File: src/rtl/differential_drive_odometry_top_assert.svh
// ----------------------------------------------------------------------------
// Differential drive odometry assertion macros
// Concurrent property wrappers clocked on clk and held off during reset.
// ----------------------------------------------------------------------------
`ifndef DIFFERENTIAL_DRIVE_ODOMETRY_TOP_ASSERT_SVH
`define DIFFERENTIAL_DRIVE_ODOMETRY_TOP_ASSERT_SVH

// same-cycle implication
`define DDO_ASSERT_IMP(label, ante, cons, msg) \
  label: assert property (@(posedge clk) disable iff (!rst_n) (ante) |-> (cons)) \
    else $error(msg);

// next-cycle implication
`define DDO_ASSERT_NEXT(label, ante, cons, msg) \
  label: assert property (@(posedge clk) disable iff (!rst_n) (ante) |=> (cons)) \
    else $error(msg);

`endif

File: src/rtl/ddo_pkg.sv
`timescale 1ns / 1ps
// ----------------------------------------------------------------------------
// ddo_pkg
// Shared widths, constants, types and the CORDIC arctangent table.
// ----------------------------------------------------------------------------
package ddo_pkg;

  localparam int POS_FRAC_BITS = 8;
  localparam int ANGLE_BITS    = 16;
  localparam int CORDIC_STEPS  = 16;

  localparam int CNT_W   = 32;
  localparam int DELTA_W = 16;
  localparam int NUM_W   = 16;
  localparam int DEN_W   = 16;
  localparam int BASE_W  = 12;
  localparam int POS_W   = 32;
  localparam int HEAD_W  = 16;

  localparam int PRD_W  = NUM_W + DELTA_W - 1;
  localparam int MAG_W  = PRD_W + POS_FRAC_BITS;
  localparam int TRAV_W = MAG_W + 1;
  localparam int HMAG_W = TRAV_W + 14;
  localparam int HQ_W   = HMAG_W + 1;
  localparam int CV_W   = 34;
  localparam int CS_W   = 18;
  localparam int PROD_W = TRAV_W + CS_W;
  localparam int STEP_W = 5;

  localparam int HSHIFT = POS_FRAC_BITS + 16 - ANGLE_BITS;
  localparam int HSR    = (HSHIFT >= 0) ? HSHIFT : 0;
  localparam int HSL    = (HSHIFT < 0) ? -HSHIFT : 0;
  localparam int OSR    = (ANGLE_BITS >= 16) ? ANGLE_BITS - 16 : 0;
  localparam int OSL    = (ANGLE_BITS < 16) ? 16 - ANGLE_BITS : 0;

  localparam int Q_DEPTH = 2;
  localparam int Q_PTR_W = 1;

  localparam int CFG_IDX_W  = 2;
  localparam int CFG_DATA_W = 16;
  localparam logic [CFG_IDX_W-1:0] CFG_NUM  = 2'd0;
  localparam logic [CFG_IDX_W-1:0] CFG_DEN  = 2'd1;
  localparam logic [CFG_IDX_W-1:0] CFG_BASE = 2'd2;

  localparam logic [NUM_W-1:0]  NUM_RESET  = 16'd1;
  localparam logic [DEN_W-1:0]  DEN_RESET  = 16'd1;
  localparam logic [BASE_W-1:0] BASE_RESET = 12'd140;

  localparam logic signed [31:0] CORDIC_GAIN_Q30 = 32'sd652032874;
  localparam logic [13:0]        INV_TWO_PI_Q16  = 14'd10430;
  localparam logic signed [31:0] QUARTER_TURN    = 32'sd1073741824;

  typedef struct packed {
    logic signed [DELTA_W-1:0] right;
    logic signed [DELTA_W-1:0] left;
  } ddo_delta_t;

  typedef struct packed {
    logic                   done;
    logic signed [CS_W-1:0] cos_q15;
    logic signed [CS_W-1:0] sin_q15;
  } ddo_trig_t;

  function automatic logic [31:0] atan_at(input logic [STEP_W-1:0] i);
    logic [31:0] v;
    case (i)
      5'd0:    v = 32'd536870912;
      5'd1:    v = 32'd316933406;
      5'd2:    v = 32'd167458907;
      5'd3:    v = 32'd85004756;
      5'd4:    v = 32'd42667331;
      5'd5:    v = 32'd21354465;
      5'd6:    v = 32'd10679838;
      5'd7:    v = 32'd5340245;
      5'd8:    v = 32'd2670163;
      5'd9:    v = 32'd1335087;
      5'd10:   v = 32'd667544;
      5'd11:   v = 32'd333772;
      5'd12:   v = 32'd166886;
      5'd13:   v = 32'd83443;
      5'd14:   v = 32'd41722;
      5'd15:   v = 32'd20861;
      5'd16:   v = 32'd10430;
      5'd17:   v = 32'd5215;
      5'd18:   v = 32'd2608;
      5'd19:   v = 32'd1304;
      5'd20:   v = 32'd652;
      5'd21:   v = 32'd326;
      5'd22:   v = 32'd163;
      5'd23:   v = 32'd81;
      default: v = 32'd0;
    endcase
    return v;
  endfunction

endpackage

File: src/rtl/ddo_queue.sv
`timescale 1ns / 1ps
// ----------------------------------------------------------------------------
// ddo_queue
// Two-entry queue of tick deltas between front and back.
// ----------------------------------------------------------------------------
module ddo_queue import ddo_pkg::*; (
  input  logic       clk,
  input  logic       rst_n,
  input  logic       push,
  input  ddo_delta_t push_data,
  input  logic       pop,
  output logic       full,
  output logic       not_empty,
  output ddo_delta_t head
);

  ddo_delta_t         mem_r [Q_DEPTH];
  logic [Q_PTR_W-1:0] wr_r, wr_nxt, rd_r, rd_nxt;
  logic [Q_PTR_W:0]   cnt_r, cnt_nxt;

  assign full      = (cnt_r == (Q_PTR_W + 1)'(Q_DEPTH));
  assign not_empty = (cnt_r != '0);
  assign head      = mem_r[rd_r];

  always_comb begin
    wr_nxt  = push ? wr_r + 1'b1 : wr_r;
    rd_nxt  = pop ? rd_r + 1'b1 : rd_r;
    cnt_nxt = cnt_r + (Q_PTR_W + 1)'(push) - (Q_PTR_W + 1)'(pop);
  end

  always_ff @(posedge clk) begin
    if (push) mem_r[wr_r] <= push_data;
  end

  always_ff @(posedge clk) begin
    if (!rst_n) begin
      wr_r  <= '0;
      rd_r  <= '0;
      cnt_r <= '0;
    end else begin
      wr_r  <= wr_nxt;
      rd_r  <= rd_nxt;
      cnt_r <= cnt_nxt;
    end
  end

endmodule

File: config.mk
export PLATFORM = sky130hd
export DESIGN_NAME = ddo_queue
export DESIGN_NICKNAME = d
export VERILOG_FILES = /design/src/rtl/differential_drive_odometry_top_assert.svh /design/src/rtl/ddo_pkg.sv /design/src/rtl/ddo_queue.sv
export SDC_FILE = /design/constraint.sdc
export NUM_CORES = 1
export LEC_CHECK = 0
export BUFFER_PORTS_ARGS = -buffer_cell sky130_fd_sc_hd__buf_2
export CORE_MARGIN = 1.5
export CORE_UTILIZATION = 42
export CTS_BUF_LIST = sky130_fd_sc_hd__clkbuf_8
export CTS_CLUSTER_DIAMETER = 100
export DETAILED_ROUTE_END_ITERATION = 6
export GPL_ROUTABILITY_DRIVEN = 0
export MAX_ROUTING_LAYER = met4
export PLACE_DENSITY = 0.66
export SETUP_SLACK_MARGIN = 0.5
export SLEW_MARGIN = 20
export SYNTH_ARGS = -nofsm -noshare
export SYNTH_HDL_FRONTEND = slang
export SYNTH_SLANG_ARGS = --single-unit
File: constraint.sdc
create_clock -name clk -period 3.6 [get_ports clk]
set_input_delay 0 -clock clk [delete_from_list [all_inputs] [get_ports clk]]
set_output_delay 0 -clock clk [all_outputs]
set_load 0.1 [all_outputs]
==> summary.md <==
| Metric | Value |
|---|---|
| Status | finished, final reports clean |
| Final hold violation count | 0 |
| Starting Density | 0.444 |
| Commonest non-fill, non-tap cell in the layout | buf_2 |
| Vias | 1442 |
| Largest net degree at the start of global routing | 34 |
| Iter 0 DRT Violations | 36 |
| Startpoint types | register |
| Clock Latency Late Sink | 330 ps |
| Setup CP Type | register to output port |
| Mapped Nets | 159 |
| Vias in the first global route | 1595 |
| Die W | 83.1 µm |
| Initial antenna violation count | 0 |
| RR Startpoint | wr_r$_SDFFE_PN0P_ |
| Synth-to-layout area growth | 34.2% |
| Cts bufs inserted | 9 |
| Root buffer cell | clkbuf_8 |
| Final antenna-violating net count | 0 |
| Fin crit share | 0.583 |
| Synthesized area | 2690 µm² |
| WHS | 27.7 ps |
| Vias per cell | 4.64 |
| 1st-pass router iterations | 4 |
| Post-Route Skew | 7.33 ps |
| Placed inst area | 3080 µm² |
| CTS Buffer Depth | 2 |
| Critical Path RT | 3600 ps |
| Final wirelength | 4680 µm |
| Die H | 83.1 µm |
| Post-route DRC | 0 |
| Clk pin slew, worst setup/hold paths | 60 ps |
| CTS tree | done |
| Die area | 6900 µm² |
| Share of cells above drive strength 1 | 0.500 |
| Setup_tns | 0 ps |
| Leakage power | 1.48 nW |
| CP max FO | 32 |
| Worst-case reg-to-reg path depth | 2 |
| Clock sinks | 69 |
| YS warnings | 0 |
| Utilization after layout | 0.596 |
| Final setup violation count | 0 |
| RSZ-0062 raised after global routing | no |
| Wirelength per Cell | 15.0 µm |
| Critical path's largest stage delay | 1040 ps |
| FF+latch count, synth | 69 |
| Total grt overflow | 0 |
| Area contributors post-synth | edfxtp_1, mux2_4, dfxtp_1, buf_12, and2_1 |
| Max-Cap Viols | 0 |
| CP cell instances | mux2_2 -> buf_2 |
| GRT Util Overall | 0.147 |
| Post-synth cell types | 14 |
| Hold path depth | 3 |
| Port Buffers | 69 |
| First-pass GRT wire length | 7400 µm |
| Max Slew Vio Count | 0 |
| Setup bufs post-CTS | 0 |
| Reg-to-Reg End | mem_r[1][28]$_DFFE_PP_ |
| Cts repair resizes | 0 |
| Top cell type's share of synthesized area | 0.713 |
| Actual slew at the worst max-slew pin | 1060 ps |
| Filler cells | 470 |
| Crit-path leading delay family | flip-flops |
| Worst path slowest cell | dfxtp_2 |
| Worst Hold Launch | pop |
| CP Buf/Inv Count | 1 |
| Most frequent cells in the layout | buf_2, edfxtp_1, dlygate4sd3_1 |
| H-tree Lvls | 3 |
| Hold Crit Class | input pin to register |
| Core area | 6060 µm² |
| IR drop worst, VDD | 0.420 mV |
| Fmax | 476 MHz |
| Final instance area | 3610 µm² |
| WP data arrival | 2100 ps |
| Slew headroom | 0.290 |
| Reg-to-reg slack, setup | 1930 ps |
| Mapped Avg Cell Area | 22.3 µm² |
| Num rows | 28 |
| Fin nets | 269 |
| Crit end category | output port |
| Minimum clock period after layout | 2100 ps |
| Sequential share of the synthesized area | 0.751 |
| Post-CTS Hold Fix Bufs | 33 |
| Diodes inserted | 0 |
| IO Count | 70 |
| Pwr/cell area | 585 nW/µm² |
| Post-synth top area cell | edfxtp_1 |
| Cells after synthesis | 121 |
synth_stat cells (all sizes together):
cell and number:
dfxtp 5, buf 4, ha 2, o21a 1, xnor3 1, and2 4, or2 1, nor2b 4
mux2 32, edfxtp 64, inv 2, xor2 1
worst min-delay path, stage by stage:
cell and delay, ps:
buf_2 100, xor2_1 70, and2_1 150
how the worst max path moves through the flow:
stage / startpoint / end / depth (start not counted)
6_report: register / head[21] / 2
5_1_grt: register / head[26] / 2
4_1_cts: register / head[21] / 2
3_5_place_dp: register / head[21] / 2
3_3_place_gp: register / head[13] / 2
2_1_floorplan: wr_r$_SDFFE_PN0P_ / mem_r[0][0]$_DFFE_PP_ / 1
layout make-up:
| cell class | instances | area [µm²] | share of cell area |
|---|---|---|---|
| Clock buffer | 12 | 165 | 0.0457 |
| Clock inverter | 4 | 41.3 | 0.0114 |
| Inverter | 2 | 7.51 | 0.00208 |
| Multi-Input combinational cell | 46 | 601 | 0.166 |
| Sequential cell | 69 | 2020 | 0.560 |
| Tap cell | 75 | 93.8 | 0.0260 |
| Timing Repair Buffer | 103 | 683 | 0.189 |
flip-flops by register name, indices dropped and copies added (netlist names), named ones only:
signal and flops:
mem_r 64, cnt_r 2, rd_r 1, wr_r 1
logic make-up after synthesis:
| logic type | Yosys count | share of synthesized area |
|---|---|---|
| mux | 32 | 0.176 |
| xor+xnor | 2 | 0.0116 |
| buf+inv | 6 | 0.0293 |
| flops | 69 | 0.751 |
| fa+ha+maj | 2 | 0.00929 |
| compound gates | 1 | 0.00279 |
| simple gates | 9 | 0.0209 |
metrics by stage:
stage	total power, mW	std cells	setup WS, ps
2_1_floorplan	1.42	121	1400
4_1_cts	2.14	311	1450
3_5_place_dp	1.49	262	1810
5_1_grt	2.19	311	1390
6_report	2.12	311	1500
3_3_place_gp	1.47	262	1860
where the power goes:
part	switching, mW	total, mW	internal (mW)
Clock	0.254	0.623	0.369
Sequential	0.0345	0.961	0.927
Combinational	0.385	0.531	0.146
layer usage:
| metal | part of all wire | track usage | vias up |
|---|---|---|---|
| met5 | 0 | - | - |
| met4 | 0.025 | 0.0864 | 0 |
| met3 | 0.045 | 0.0358 | 13 |
| met2 | 0.54 | 0.255 | 52 |
| met1 | 0.39 | 0.152 | 693 |
| li1 | - | - | 684 |
(Power assumes the default switching activity.)
